<file path="config.mk">
export PLATFORM = sky130hd
export DESIGN_NAME = paged_memory_allocator
export DESIGN_NICKNAME = d
export VERILOG_FILES = /design/src/pma_pkg.sv /design/src/paged_memory_allocator.sv /design/src/pma_datapath.sv /design/src/pma_ctrl.sv
export SDC_FILE = /design/constraint.sdc
export NUM_CORES = 2
export LEC_CHECK = 0
export BUFFER_PORTS_ARGS = -buffer_cell sky130_fd_sc_hd__buf_2
export CAP_MARGIN = 10
export CORE_MARGIN = 4
export CORE_UTILIZATION = 40
export DETAILED_ROUTE_END_ITERATION = 16
export GPL_TIMING_DRIVEN = 0
export PLACE_DENSITY = 0.63
export SYNTH_ARGS = -nofsm -noshare
export SYNTH_HDL_FRONTEND = slang
export SYNTH_SLANG_ARGS = --single-unit
</file>
<file path="constraint.sdc">
create_clock -name clk -period 11.1 [get_ports clk]
set_clock_uncertainty 0.15 [all_clocks]
set_input_delay 1.665 -clock clk [delete_from_list [all_inputs] [get_ports clk]]
set_output_delay 1.665 -clock clk [all_outputs]
set_load 0.05 [all_outputs]
</file>
<file path="src/pma_pkg.sv">
// Shared types, constants and helper function for the paged memory allocator.
// Used by pma_ctrl, pma_datapath and paged_memory_allocator; no dependencies.
package pma_pkg;

	localparam int NUM_PAGES   = 32;
	localparam int PAGE_BITS   = 5;
	localparam int CNT_BITS    = 6;
	localparam int ID_BITS     = 8;
	localparam int SIZE_BITS   = 16;
	localparam int NEED_BITS   = 10;
	localparam int PAGE_UNITS  = 100;
	// ceil(2^19 / 100): exact quotient for dividends below 43699
	localparam int RECIP       = 5243;
	localparam int RECIP_SHIFT = 19;

	localparam logic [2:0] CMD_LOAD      = 3'd0;
	localparam logic [2:0] CMD_TERMINATE = 3'd1;
	localparam logic [2:0] CMD_QUERY     = 3'd2;
	localparam logic [2:0] CMD_COMPACT   = 3'd3;
	localparam logic [2:0] CMD_RESET     = 3'd4;

	localparam logic [2:0] ST_OK        = 3'd0;
	localparam logic [2:0] ST_SIZE_ZERO = 3'd1;
	localparam logic [2:0] ST_NO_SPACE  = 3'd2;
	localparam logic [2:0] ST_DUPLICATE = 3'd3;
	localparam logic [2:0] ST_NOT_FOUND = 3'd4;
	localparam logic [2:0] ST_EMPTY     = 3'd5;

	typedef struct packed {
		logic [2:0]           command;
		logic [ID_BITS-1:0]   program_id;
		logic [SIZE_BITS-1:0] program_size;
	} req_t;

	typedef struct packed {
		logic [2:0]           status;
		logic [PAGE_BITS-1:0] page_index;
		logic [SIZE_BITS-1:0] size_reported;
		logic [CNT_BITS-1:0]  free_pages;
		logic                 last;
	} res_t;

	typedef enum logic [3:0] {
		OP_NOP,
		OP_LATCH,
		OP_NEED,
		OP_FIND,
		OP_APPEND,
		OP_FILL,
		OP_FREE,
		OP_SHIFT,
		OP_QSCAN,
		OP_QEND,
		OP_CP_INIT,
		OP_CP_NEED,
		OP_CP_FILL,
		OP_CP_NEXT,
		OP_RESET_ALL
	} dp_op_t;

	typedef struct packed {
		dp_op_t     op;
		logic       emit;
		logic [2:0] emit_status;
		logic       emit_size;
	} ctl_t;

	typedef struct packed {
		logic scan_end;
		logic hit;
		logic pages_done;
		logic fill_done;
		logic cp_fill_done;
		logic size_zero;
		logic no_space;
		logic prog_full;
		logic all_free;
	} sts_t;

	// Pages needed for a size: ceil(size / PAGE_UNITS) by reciprocal multiply, exact for sizes below 43600.
	function automatic logic [NEED_BITS-1:0] pages_for(input logic [SIZE_BITS-1:0] size);
		logic [SIZE_BITS:0]  x;
		logic [31:0]         prod;
		x    = {1'b0, size} + (SIZE_BITS+1)'(PAGE_UNITS - 1);
		prod = 32'(x) * 32'(RECIP);
		return prod[RECIP_SHIFT +: NEED_BITS];
	endfunction

endpackage

</file>
<file path="src/paged_memory_allocator.sv">
// Top level of the paged memory allocator: joins controller and datapath.
// Depends on pma_pkg, pma_ctrl and pma_datapath.
//
// Usage:
//   Request channel: drive request (command, program_id, program_size) and
//   raise start; the transfer happens at the clock edge where start is high
//   and busy is low. busy stays high until the command has finished.
//   Result channel: each result sits on result for one cycle with
//   result_valid high; the receiver cannot stall, so capture it then.
//   A query of a present program gives one result per owned page in
//   ascending page order, the final one with last set; every other
//   command gives exactly one result, except unknown codes, which give none.
// Command flow (32 pages, 32 program slots):
//   load checks size and space, walks the program table, then scans the
//   pages until its need is met; terminate and query walk the program
//   table then scan all 32 pages; compact walks the table and writes one
//   page per cycle. The page scan and the table walk go one entry per cycle.
// Reset: arst_n frees all pages and empties the program table at once.
// Reset-all command does the same and reports 32 free pages (ST_EMPTY if all were already free).
module paged_memory_allocator (
	input  logic          clk,
	input  logic          arst_n,
	input  logic          start,
	input  pma_pkg::req_t request,
	output logic          busy,
	output pma_pkg::res_t result,
	output logic          result_valid
);

	pma_pkg::ctl_t ctl;
	pma_pkg::sts_t sts;

	// sequence the command: one datapath operation per cycle
	pma_ctrl u_ctrl (
		.clk     (clk),
		.arst_n  (arst_n),
		.start   (start),
		.command (request.command),
		.sts     (sts),
		.ctl     (ctl),
		.busy    (busy)
	);

	// hold the tables and drive the registered result
	pma_datapath u_datapath (
		.clk          (clk),
		.arst_n       (arst_n),
		.request      (request),
		.ctl          (ctl),
		.sts          (sts),
		.result       (result),
		.result_valid (result_valid)
	);

endmodule

</file>
<file path="src/pma_datapath.sv">
// Datapath of the allocator: page-owner table, program table, counters, result register.
// Depends on pma_pkg; driven by commands from pma_ctrl.
module pma_datapath (
	input  logic          clk,
	input  logic          arst_n,
	input  pma_pkg::req_t request,
	input  pma_pkg::ctl_t ctl,
	output pma_pkg::sts_t sts,
	output pma_pkg::res_t result,
	output logic          result_valid
);

	logic                             owner_vld_q [pma_pkg::NUM_PAGES];
	logic [pma_pkg::ID_BITS-1:0]      owner_id_q  [pma_pkg::NUM_PAGES];
	logic [pma_pkg::ID_BITS-1:0]      prog_id_q   [pma_pkg::NUM_PAGES];
	logic [pma_pkg::SIZE_BITS-1:0]    prog_size_q [pma_pkg::NUM_PAGES];
	logic [pma_pkg::CNT_BITS-1:0]     prog_cnt_q;
	logic [pma_pkg::CNT_BITS-1:0]     free_q;
	logic [pma_pkg::CNT_BITS-1:0]     idx_q;
	logic [pma_pkg::CNT_BITS-1:0]     pp_q;
	logic [pma_pkg::NEED_BITS-1:0]    need_q;
	logic [pma_pkg::ID_BITS-1:0]      id_q;
	logic [pma_pkg::SIZE_BITS-1:0]    size_q;
	logic [pma_pkg::SIZE_BITS-1:0]    stored_q;
	logic [pma_pkg::PAGE_BITS-1:0]    at_q;
	logic [pma_pkg::PAGE_BITS-1:0]    pend_q;
	logic                             pend_vld_q;
	pma_pkg::res_t                    res_q;
	logic                             res_valid_q;
	logic [pma_pkg::PAGE_BITS-1:0]    i5;
	logic [pma_pkg::PAGE_BITS-1:0]    p5;
	logic                             own_match;

	assign i5        = idx_q[pma_pkg::PAGE_BITS-1:0];
	assign p5        = pp_q[pma_pkg::PAGE_BITS-1:0];
	assign own_match = owner_vld_q[i5] && (owner_id_q[i5] == id_q);

	assign sts.scan_end     = (idx_q >= prog_cnt_q);
	assign sts.hit          = (prog_id_q[i5] == id_q);
	assign sts.pages_done   = (idx_q == pma_pkg::CNT_BITS'(pma_pkg::NUM_PAGES));
	assign sts.fill_done    = (need_q == '0) || sts.pages_done;
	assign sts.cp_fill_done = (need_q == '0) || (pp_q == pma_pkg::CNT_BITS'(pma_pkg::NUM_PAGES));
	assign sts.size_zero    = (size_q == '0);
	assign sts.no_space     = (need_q > pma_pkg::NEED_BITS'(free_q));
	assign sts.prog_full    = (prog_cnt_q == pma_pkg::CNT_BITS'(pma_pkg::NUM_PAGES));
	assign sts.all_free     = (free_q == pma_pkg::CNT_BITS'(pma_pkg::NUM_PAGES));

	assign result       = res_q;
	assign result_valid = res_valid_q;

	always_ff @(posedge clk or negedge arst_n) begin
		if (!arst_n) begin
			for (int i = 0; i < pma_pkg::NUM_PAGES; i++) begin
				owner_vld_q[i] <= 1'b0;
			end
			prog_cnt_q  <= '0;
			free_q      <= pma_pkg::CNT_BITS'(pma_pkg::NUM_PAGES);
			idx_q       <= '0;
			pp_q        <= '0;
			need_q      <= '0;
			pend_vld_q  <= 1'b0;
			res_valid_q <= 1'b0;
		end else begin
			res_valid_q <= 1'b0;
			if (ctl.emit) begin
				res_valid_q         <= 1'b1;
				res_q.status        <= ctl.emit_status;
				res_q.page_index    <= '0;
				res_q.size_reported <= ctl.emit_size ? stored_q : '0;
				res_q.free_pages    <= free_q;
				res_q.last          <= 1'b1;
			end
			case (ctl.op)
				pma_pkg::OP_LATCH: begin
					id_q       <= request.program_id;
					size_q     <= request.program_size;
					idx_q      <= '0;
					pend_vld_q <= 1'b0;
				end
				pma_pkg::OP_NEED: begin
					need_q <= pma_pkg::pages_for(size_q);
				end
				pma_pkg::OP_FIND: begin
					if (prog_id_q[i5] == id_q) begin
						at_q     <= i5;
						stored_q <= prog_size_q[i5];
						idx_q    <= '0;
					end else begin
						idx_q <= idx_q + 1'b1;
					end
				end
				pma_pkg::OP_APPEND: begin
					prog_id_q[prog_cnt_q[pma_pkg::PAGE_BITS-1:0]]   <= id_q;
					prog_size_q[prog_cnt_q[pma_pkg::PAGE_BITS-1:0]] <= size_q;
					prog_cnt_q <= prog_cnt_q + 1'b1;
					idx_q      <= '0;
				end
				pma_pkg::OP_FILL: begin
					if (!owner_vld_q[i5] && need_q != '0) begin
						owner_vld_q[i5] <= 1'b1;
						owner_id_q[i5]  <= id_q;
						need_q          <= need_q - 1'b1;
						free_q          <= free_q - 1'b1;
					end
					idx_q <= idx_q + 1'b1;
				end
				pma_pkg::OP_FREE: begin
					if (own_match) begin
						owner_vld_q[i5] <= 1'b0;
						free_q          <= free_q + 1'b1;
					end
					idx_q <= idx_q + 1'b1;
				end
				pma_pkg::OP_SHIFT: begin
					// close the gap: every entry above the removed one moves down
					for (int i = 0; i < pma_pkg::NUM_PAGES - 1; i++) begin
						if (pma_pkg::PAGE_BITS'(i) >= at_q &&
						    pma_pkg::CNT_BITS'(i + 1) < prog_cnt_q) begin
							prog_id_q[i]   <= prog_id_q[i+1];
							prog_size_q[i] <= prog_size_q[i+1];
						end
					end
					prog_cnt_q <= prog_cnt_q - 1'b1;
				end
				pma_pkg::OP_QSCAN: begin
					if (own_match) begin
						if (pend_vld_q) begin
							res_valid_q         <= 1'b1;
							res_q.status        <= pma_pkg::ST_OK;
							res_q.page_index    <= pend_q;
							res_q.size_reported <= stored_q;
							res_q.free_pages    <= free_q;
							res_q.last          <= 1'b0;
						end
						pend_q     <= i5;
						pend_vld_q <= 1'b1;
					end
					idx_q <= idx_q + 1'b1;
				end
				pma_pkg::OP_QEND: begin
					res_valid_q         <= 1'b1;
					res_q.status        <= pma_pkg::ST_OK;
					res_q.page_index    <= pend_vld_q ? pend_q : '0;
					res_q.size_reported <= stored_q;
					res_q.free_pages    <= free_q;
					res_q.last          <= 1'b1;
				end
				pma_pkg::OP_CP_INIT: begin
					for (int i = 0; i < pma_pkg::NUM_PAGES; i++) begin
						owner_vld_q[i] <= 1'b0;
					end
					idx_q <= '0;
					pp_q  <= '0;
				end
				pma_pkg::OP_CP_NEED: begin
					need_q <= pma_pkg::pages_for(prog_size_q[i5]);
				end
				pma_pkg::OP_CP_FILL: begin
					owner_vld_q[p5] <= 1'b1;
					owner_id_q[p5]  <= prog_id_q[i5];
					pp_q            <= pp_q + 1'b1;
					need_q          <= need_q - 1'b1;
				end
				pma_pkg::OP_CP_NEXT: begin
					idx_q <= idx_q + 1'b1;
				end
				pma_pkg::OP_RESET_ALL: begin
					for (int i = 0; i < pma_pkg::NUM_PAGES; i++) begin
						owner_vld_q[i] <= 1'b0;
					end
					prog_cnt_q <= '0;
					free_q     <= pma_pkg::CNT_BITS'(pma_pkg::NUM_PAGES);
				end
				default: begin
				end
			endcase
		end
	end

endmodule

</file>
<file path="src/pma_ctrl.sv">
// Controller state machine of the allocator: sequences datapath operations per command.
// Depends on pma_pkg; steers pma_datapath through ctl_t and reads sts_t.
module pma_ctrl (
	input  logic          clk,
	input  logic          arst_n,
	input  logic          start,
	input  logic [2:0]    command,
	input  pma_pkg::sts_t sts,
	output pma_pkg::ctl_t ctl,
	output logic          busy
);

	typedef enum logic [3:0] {
		S_IDLE,
		S_LD_NEED,
		S_LD_CHK,
		S_LD_FIND,
		S_LD_FILL,
		S_TM_FIND,
		S_TM_FREE,
		S_Q_FIND,
		S_Q_SCAN,
		S_CP_CHK,
		S_CP_NEED,
		S_CP_FILL,
		S_RS_CHK,
		S_RS_EMIT
	} state_t;

	state_t state_q;
	state_t state_d;

	assign busy = (state_q != S_IDLE);

	always_comb begin
		state_d         = state_q;
		ctl.op          = pma_pkg::OP_NOP;
		ctl.emit        = 1'b0;
		ctl.emit_status = pma_pkg::ST_OK;
		ctl.emit_size   = 1'b0;
		case (state_q)
			S_IDLE: begin
				if (start) begin
					ctl.op = pma_pkg::OP_LATCH;
					case (command)
						pma_pkg::CMD_LOAD:      state_d = S_LD_NEED;
						pma_pkg::CMD_TERMINATE: state_d = S_TM_FIND;
						pma_pkg::CMD_QUERY:     state_d = S_Q_FIND;
						pma_pkg::CMD_COMPACT:   state_d = S_CP_CHK;
						pma_pkg::CMD_RESET:     state_d = S_RS_CHK;
						default:                state_d = S_IDLE;
					endcase
				end
			end
			S_LD_NEED: begin
				ctl.op  = pma_pkg::OP_NEED;
				state_d = S_LD_CHK;
			end
			S_LD_CHK: begin
				if (sts.size_zero) begin
					ctl.emit        = 1'b1;
					ctl.emit_status = pma_pkg::ST_SIZE_ZERO;
					state_d         = S_IDLE;
				end else if (sts.no_space) begin
					ctl.emit        = 1'b1;
					ctl.emit_status = pma_pkg::ST_NO_SPACE;
					state_d         = S_IDLE;
				end else begin
					state_d = S_LD_FIND;
				end
			end
			S_LD_FIND: begin
				if (sts.scan_end) begin
					if (sts.prog_full) begin
						ctl.emit        = 1'b1;
						ctl.emit_status = pma_pkg::ST_DUPLICATE;
						state_d         = S_IDLE;
					end else begin
						ctl.op  = pma_pkg::OP_APPEND;
						state_d = S_LD_FILL;
					end
				end else if (sts.hit) begin
					ctl.emit        = 1'b1;
					ctl.emit_status = pma_pkg::ST_DUPLICATE;
					state_d         = S_IDLE;
				end else begin
					ctl.op = pma_pkg::OP_FIND;
				end
			end
			S_LD_FILL: begin
				if (sts.fill_done) begin
					ctl.emit = 1'b1;
					state_d  = S_IDLE;
				end else begin
					ctl.op = pma_pkg::OP_FILL;
				end
			end
			S_TM_FIND, S_Q_FIND: begin
				if (sts.scan_end) begin
					ctl.emit        = 1'b1;
					ctl.emit_status = pma_pkg::ST_NOT_FOUND;
					state_d         = S_IDLE;
				end else begin
					ctl.op = pma_pkg::OP_FIND;
					if (sts.hit) begin
						state_d = (state_q == S_TM_FIND) ? S_TM_FREE : S_Q_SCAN;
					end
				end
			end
			S_TM_FREE: begin
				if (sts.pages_done) begin
					ctl.op        = pma_pkg::OP_SHIFT;
					ctl.emit      = 1'b1;
					ctl.emit_size = 1'b1;
					state_d       = S_IDLE;
				end else begin
					ctl.op = pma_pkg::OP_FREE;
				end
			end
			S_Q_SCAN: begin
				if (sts.pages_done) begin
					ctl.op  = pma_pkg::OP_QEND;
					state_d = S_IDLE;
				end else begin
					ctl.op = pma_pkg::OP_QSCAN;
				end
			end
			S_CP_CHK: begin
				if (sts.all_free) begin
					ctl.emit        = 1'b1;
					ctl.emit_status = pma_pkg::ST_EMPTY;
					state_d         = S_IDLE;
				end else begin
					ctl.op  = pma_pkg::OP_CP_INIT;
					state_d = S_CP_NEED;
				end
			end
			S_CP_NEED: begin
				if (sts.scan_end) begin
					ctl.emit = 1'b1;
					state_d  = S_IDLE;
				end else begin
					ctl.op  = pma_pkg::OP_CP_NEED;
					state_d = S_CP_FILL;
				end
			end
			S_CP_FILL: begin
				if (sts.cp_fill_done) begin
					ctl.op  = pma_pkg::OP_CP_NEXT;
					state_d = S_CP_NEED;
				end else begin
					ctl.op = pma_pkg::OP_CP_FILL;
				end
			end
			S_RS_CHK: begin
				if (sts.all_free) begin
					ctl.emit        = 1'b1;
					ctl.emit_status = pma_pkg::ST_EMPTY;
					state_d         = S_IDLE;
				end else begin
					ctl.op  = pma_pkg::OP_RESET_ALL;
					state_d = S_RS_EMIT;
				end
			end
			S_RS_EMIT: begin
				ctl.emit = 1'b1;
				state_d  = S_IDLE;
			end
			default: begin
				state_d = S_IDLE;
			end
		endcase
	end

	always_ff @(posedge clk or negedge arst_n) begin
		if (!arst_n) begin
			state_q <= S_IDLE;
		end else begin
			state_q <= state_d;
		end
	end

endmodule

</file>
Word-level counts from Yosys, hierarchy flattened
Memory sizes are Yosys's and may differ from the RTL's.
Cells that the tools add are included.
{"block": "op_classes", "n_shift": 0, "eq_ne": 46, "n_addsub": 9, "n_div": 0, "n_bitwise": 6, "n_mul": 2, "muxes": 179, "reduce_logical": 102, "magnitude_cmp": 68}
{"operator": "case mux 32 bit (4 select lines)", "count": 1}
{"operator": "two-way mux 1 bit", "count": 119}
{"operator": "less-than comparator 5 x 6 -> 1 bit (first input constant)", "count": 16}
{"operator": "two-way mux 31 bit", "count": 3}
{"operator": "case mux 4 bit (11 select lines)", "count": 2}
{"operator": "two-way mux 4 bit", "count": 19}
{"operator": ">= comparator 5 bit (first input constant)", "count": 15}
{"operator": "logical AND 1 bit", "count": 69}
{"operator": "two-way mux 32 bit", "count": 2}
{"operator": "bitwise OR 32 bit", "count": 2}
{"operator": "case mux 31 bit (2 select lines)", "count": 1}
{"operator": "multiplier 17 x 13 -> 29 bit (second input constant)", "count": 2}
{"operator": "case mux 6 bit (3 select lines)", "count": 3}
{"operator": "== test 4 bit (second input constant)", "count": 13}
{"operator": "less-than comparator 4 x 6 -> 1 bit (first input constant)", "count": 8}
{"operator": ">= comparator 4 x 5 -> 1 bit (first input constant)", "count": 8}
{"operator": "case mux 10 bit (4 select lines)", "count": 1}
{"operator": "adder 16 x 7 -> 17 bit (second input constant)", "count": 2}
{"operator": "AND 32 bit", "count": 1}
{"operator": "== test 4 x 3 -> 1 bit (second input constant)", "count": 8}
{"operator": "two-way mux 16 bit", "count": 2}
{"operator": "NOT 32 bit", "count": 1}
{"operator": "adder 6 x 1 -> 6 bit (second input constant)", "count": 4}
{"operator": "== test 6 bit (second input constant)", "count": 4}
{"operator": "54 further kinds", "count": 106}
{"block": "totals", "input_bits": 30, "memories": 3, "elab_cells": 465, "latch_bits": 0, "ff_bits": 153, "rom_bits": 0, "ram_bits": 1024}
{"name": "u_datapath.prog_size_q", "depth": 32, "width": 16, "rd": 32, "rd_clocked_by_memory_dff": 0, "wr": 31, "line_no": "pma_datapath.sv:16", "source": "logic [pma_pkg::SIZE_BITS-1:0] prog_size_q [pma_pkg::NUM_PAGES];"}
{"name": "u_datapath.owner_id_q", "depth": 32, "width": 8, "rd": 1, "rd_clocked_by_memory_dff": 0, "wr": 1, "line_no": "pma_datapath.sv:14", "source": "logic [pma_pkg::ID_BITS-1:0] owner_id_q [pma_pkg::NUM_PAGES];"}
{"name": "u_datapath.prog_id_q", "depth": 32, "width": 8, "rd": 32, "rd_clocked_by_memory_dff": 0, "wr": 31, "line_no": "pma_datapath.sv:15", "source": "logic [pma_pkg::ID_BITS-1:0] prog_id_q [pma_pkg::NUM_PAGES];"}

Logic depth before layout (Yosys ltp)
{"block": "logic_depth", "depth_word": 11, "mapped_depth": 42, "ltp_nobuf": 32}

By module
Synthesis repeated with hierarchy kept, for this count alone.
{"block": "unflattened", "cells_unflattened": 4684, "hier_area_um2": 65960.8}
{"module": "pma_datapath", "area_per_inst_um2": 65177.5, "seq_area_each_um2": 34884.7, "cells_per_inst": 4568, "n_inst": 1}
{"module": "pma_ctrl", "area_per_inst_um2": 783.3, "seq_area_each_um2": 100.1, "cells_per_inst": 116, "n_inst": 1}

Least setup slack after synthesis
OpenSTA, ideal clock, no wires.
{"block": "synth_timing", "path_kind": "reg2reg", "startpoint": "register u_datapath.idx_q[0] (netlist bit)", "endpoint": "register u_datapath.need_q[9] (netlist bit)", "t_required_ns": 10.808, "arrival_ns": 8.907, "path_stages_with_launch": 36, "setup_ns": 0.142, "synth_period_minus_slack_ns": 9.199, "setup_slack_ns": 1.901, "cell_sequence": "dfrtp_1 > buf_2 > buf_6 > buf_4 > buf_4 > buf_4 > buf_2 > clkbuf_1 > mux4_2 > a22oi_1 > nand4_1 > inv_1 > ha_1 > a21oi_1 > o21ai_1 > nand2_1 > nor3b_1 > xnor2_2 > xor2_1 > fa_1 > fa_1 > fa_1 > inv_1 > fa_1 > inv_1 > ha_1 > a211o_1 > o211ai_1 > a21oi_1 > a2111oi_0 > o31ai_1 > a41o_1 > o21a_1 > nor2_1 > xnor2_1 > o221ai_1"}
{"block": "synth_via", "elab_chain_cells": 8}
{"item": "start: declaration", "line_no": "pma_datapath.sv:19", "source": "logic [pma_pkg::CNT_BITS-1:0] idx_q;"}
{"item": "start signal: assignment", "line_no": "pma_datapath.sv:89", "source": "idx_q <= idx_q + 1'b1;"}
{"item": "start signal: assignment", "line_no": "pma_datapath.sv:105", "source": "idx_q <= idx_q + 1'b1;"}
{"item": "start signal: assignment", "line_no": "pma_datapath.sv:112", "source": "idx_q <= idx_q + 1'b1;"}
{"item": "parallel branches: the longest is 8 deep, another holds multiplier 17 x 13 -> 29 bit"}
{"item": "end signal: assignment", "line_no": "pma_datapath.sv:81", "source": "need_q <= pma_pkg::pages_for(size_q);"}
{"item": "end signal: assignment", "line_no": "pma_datapath.sv:102", "source": "need_q <= need_q - 1'b1;"}
{"item": "end signal: assignment", "line_no": "pma_datapath.sv:156", "source": "need_q <= pma_pkg::pages_for(prog_size_q[i5]);"}
{"item": "end: declaration", "line_no": "pma_datapath.sv:21", "source": "logic [pma_pkg::NEED_BITS-1:0] need_q;"}
Several ways; the timed one is not identified. The select of a mux whose other input is x is not followed.
A chain may end at the register's enable or synchronous reset.

Worst setup path after layout
{"block": "layout_timing", "startpoint": "register u_datapath.idx_q[0] (netlist bit)", "endpoint": "register u_datapath.need_q[8] (netlist bit)"}
The elaborated chain is that of the path after synthesis.

==> summary.txt <==
Yosys
  – Commonest cells post-synth: 1105 x edfxtp_1, 494 x mux2_2, 403 x mux2i_1
  – Adder-cell area share of the yosys netlist: 0.09198
  – Synth Area in Compound Gates: 0.08669
  – FFs w/ async S/R, synth: 0.06117
  – Post-synth EDFFs: 1105
  – Post-synth top area cell: edfxtp_1
  – Area share of the leading cell type in the synthesized netlist: 0.5063
  – Syn_area_per_cell: 13.12 um2
  – Mapped Nets: 5418
  – Synth Warn #: 0
  – Synth area leaders: edfxtp_1 51%, mux2_2 8.5%, mux2i_1 6.2%, ha_1 4.7%, fa_1 4.5%
  – Yosys reg bits: 1177
  – Largest family of logic cells by synthesized area: multiplexers
  – Seq/Total Area, Yosys: 0.5338
  – Post-Syn Area: 0.06554 mm2
  – Cell variety after synth: 99
  – XOR/XNOR share of the synthesized area: 0.01102
  – Synth Flop Type: edfxtp_1
  – Synth Instances: 4995
  – Mux contribution to synthesized area: 0.1722
  – Most frequent cell after synthesis: edfxtp_1
  – Post-synthesis simple-gate area fraction: 0.05981

Finish
  – Share of layout cells above drive strength 1: 0.2103
  – Final Non-Filler Cells: 7563
  – Final Util: 0.4598
  – Area growth from synthesis to layout: 14.20%
  – Final net count: 5695
  – Final instance area: 0.07485 mm2

Clocking
  – Worst-Skew Late Latency: 0.79 ns
  – Hold Buf Count CTS: 0
  – CTS clk-pin slew, worst paths: 0.06 ns
  – CTS max path bufs: 3
  – Number of CTS-inserted buffers: 134
  – CTS H-tree lvls: 4
  – CTS tree: built
  – Num Clock Sinks: 1177
  – CTS Root Cell: clkbuf_16

Place
  – Cell Area, Placed: 0.07032 mm2
  – DP HPWL: 185.5 mm
  – Routability cong.: 0.9896
  – IO buf count: 62
  – Placed cell count: 7305

Critical path
  – Worst R2R Path Depth: 31
  – Crit Path Class: flop to flop
  – Critical path data required time: 11.63 ns
  – Crit Path Max Fanout: 10
  – Setup slack, reg-to-reg: 0.24 ns
  – R2R Path Start: u_datapath.idx_q[0]
  – Worst setup EP type: flop
  – R2r endpoint: u_datapath.need_q[8]
  – CP arrival: 11.39 ns
  – Critical path startpoint category: flop
  – Crit-path slowest cell: clkbuf_1
  – CP max stage delay: 0.82 ns
  – Crit path top cell by count: fa_1

Drt
  – DRC: 0
  – Iter 0 DRT Violations: 7627
  – Wire per inst: 34.72 um
  – DR vias/cell: 6.402
  – WL final: 262.6 mm
  – Routed Antenna Nets: 0
  – First drt pass iteration count: 6
  – DR vias: 48420

Floorplan
  – Starting density of the core: 0.4027
  – Ports: 63
  – Core ar.: 0.1628 mm2
  – Num rows: 148
  – Die Width: 412.8 um
  – Die area: 0.1704 mm2
  – Die height: 412.8 um

Timing
  – # setup viols final: 0
  – Max Freq: 92.12 MHz
  – RSZ-0062 raised after global routing: false
  – Setup TNS: 0 ns
  – Relative slew slack: -0.02352
  – Tmin final: 10.86 ns
  – Fin crit share: 0.9780
  – Final Max Tran Viols: 19
  – Hold Vio Cnt, Final: 0
  – Worst-margin pin slew: 1.535 ns

Job
  – Number of max-cap violations: 1

GRT
  – Pin count of the biggest net entering global routing: 64
  – Total track usage: 0.3021
  – Gr ovfl total: 0
  – Number of global-route vias before repair: 46140
  – Global-route wire length before repair: 360.6 mm
  – Initial antenna violation count: 13

Min path
  – HP Class: flop to flop
  – Hold Path Sink: u_datapath.prog_size_q[31][9]
  – Hold path depth: 0
  – HP Start: u_datapath.size_q[9]

Run status
  – Status: complete, but fails checks
  – Failing checks: max-capacitance violations, max-slew violations
## worst max-delay path: cells and delay by family (launching register included)
| kind | cells | cell delay (ns) |
|---|---|---|
| adder cells (fa/ha/maj) | 6 | 2.79 |
| buffers and inverters | 7 | 2.55 |
| AO/OA/AOI/OAI | 11 | 2.11 |
| AND/OR/NAND/NOR | 5 | 1.68 |
| XOR/XNOR | 2 | 0.74 |
| flip-flops | 1 | 0.69 |
## placed cells by master, fill, tap and decap left out, drive strengths merged, types with 30 or more instances in the layout
cell type     n
clkbuf      386
ha          245
buf         275
nand3        46
mux4         70
nor4         39
nor3         31
mux2i       403
mux2        504
o22a         30
nand2       361
fa          148
o21ai       329
dfrtp        71
o22ai       232
edfxtp     1105
clkinv       49
xnor2        50
nor2        132
a21o         33
a21oi       108
inv         318
## kinds of logic (layout without fill, tap and decap cells)
logic type	Yosys count	after routing
adder cells (fa/ha/maj)	393	393
XOR/XNOR	79	79
other	0	9
AO/OA/AOI/OAI	913	913
multiplexers	977	977
AND/OR/NAND/NOR	796	796
buffers and inverters	660	1044
flip-flops	1177	1177
## metal layers
layer / share of wire / track usage
met3: 0.14 / 0.1074
met1: 0.38 / 0.3968
met4: 0.068 / 0.1689
met5: 0.00079 / 0.01006
met2: 0.41 / 0.4324
## worst max-delay path by stage
stage	from	endpoint	depth (start not counted)
floorplan	u_datapath.idx_q[0]	u_datapath.need_q[9]	35
global placement	u_datapath.idx_q[3]	u_datapath.need_q[8]	32
detailed placement	u_datapath.idx_q[0]	u_datapath.need_q[8]	36
CTS	u_datapath.idx_q[1]	u_datapath.need_q[8]	43
global route	u_datapath.idx_q[0]	u_datapath.need_q[8]	39
finish	u_datapath.idx_q[0]	u_datapath.need_q[8]	31
## area by class of cell
type / instances / area, um2
Fill cell: 14510 / 87920
Sequential cell: 1177 / 34990
Buffer: 346 / 1762
Multi-Input combinational cell: 3158 / 28140
Clock buffer: 170 / 3531
Timing Repair Buffer: 145 / 1735
Antenna cell: 9 / 22.52
Tap cell: 2175 / 2721
Inverter: 310 / 1164
Clock inverter: 73 / 784.5
## repair_timing
action,4_1_cts,5_1_grt
gates resized for setup,8,17
buffers inserted,2,3
setup endpoints to repair,10,9
pin swaps,1,3
## registers in the layout, summed over array words and instances, names as in the netlist
register                 flops
u_datapath.owner_id_q      256
u_datapath.prog_id_q       256
u_datapath.prog_cnt_q        6
u_datapath.free_q            6
u_datapath.result           31
u_datapath.id_q              8
u_datapath.owner_vld_q      32
u_datapath.idx_q             6
u_datapath.need_q           10
u_datapath.prog_size_q     512
u_datapath.pend_q            5
u_datapath.pp_q              6
u_datapath.pend_vld_q        1
u_datapath.stored_q         16
u_datapath.size_q           16
u_ctrl.state_q               4
u_datapath.at_q              5
u_datapath.result_valid      1
## stage by stage
stage               hold slack [ns]  setup slack [ns]
floorplan                    0.2744             1.901
global placement             0.2882            -2.707
detailed placement           0.2917            -1.249
CTS                          0.3057          0.001277
global route                 0.3105          0.002489
finish                       0.3020            0.2440
Power is not shown: default switching activity piles up to over one toggle a cycle in this logic, so the estimate is an artifact.
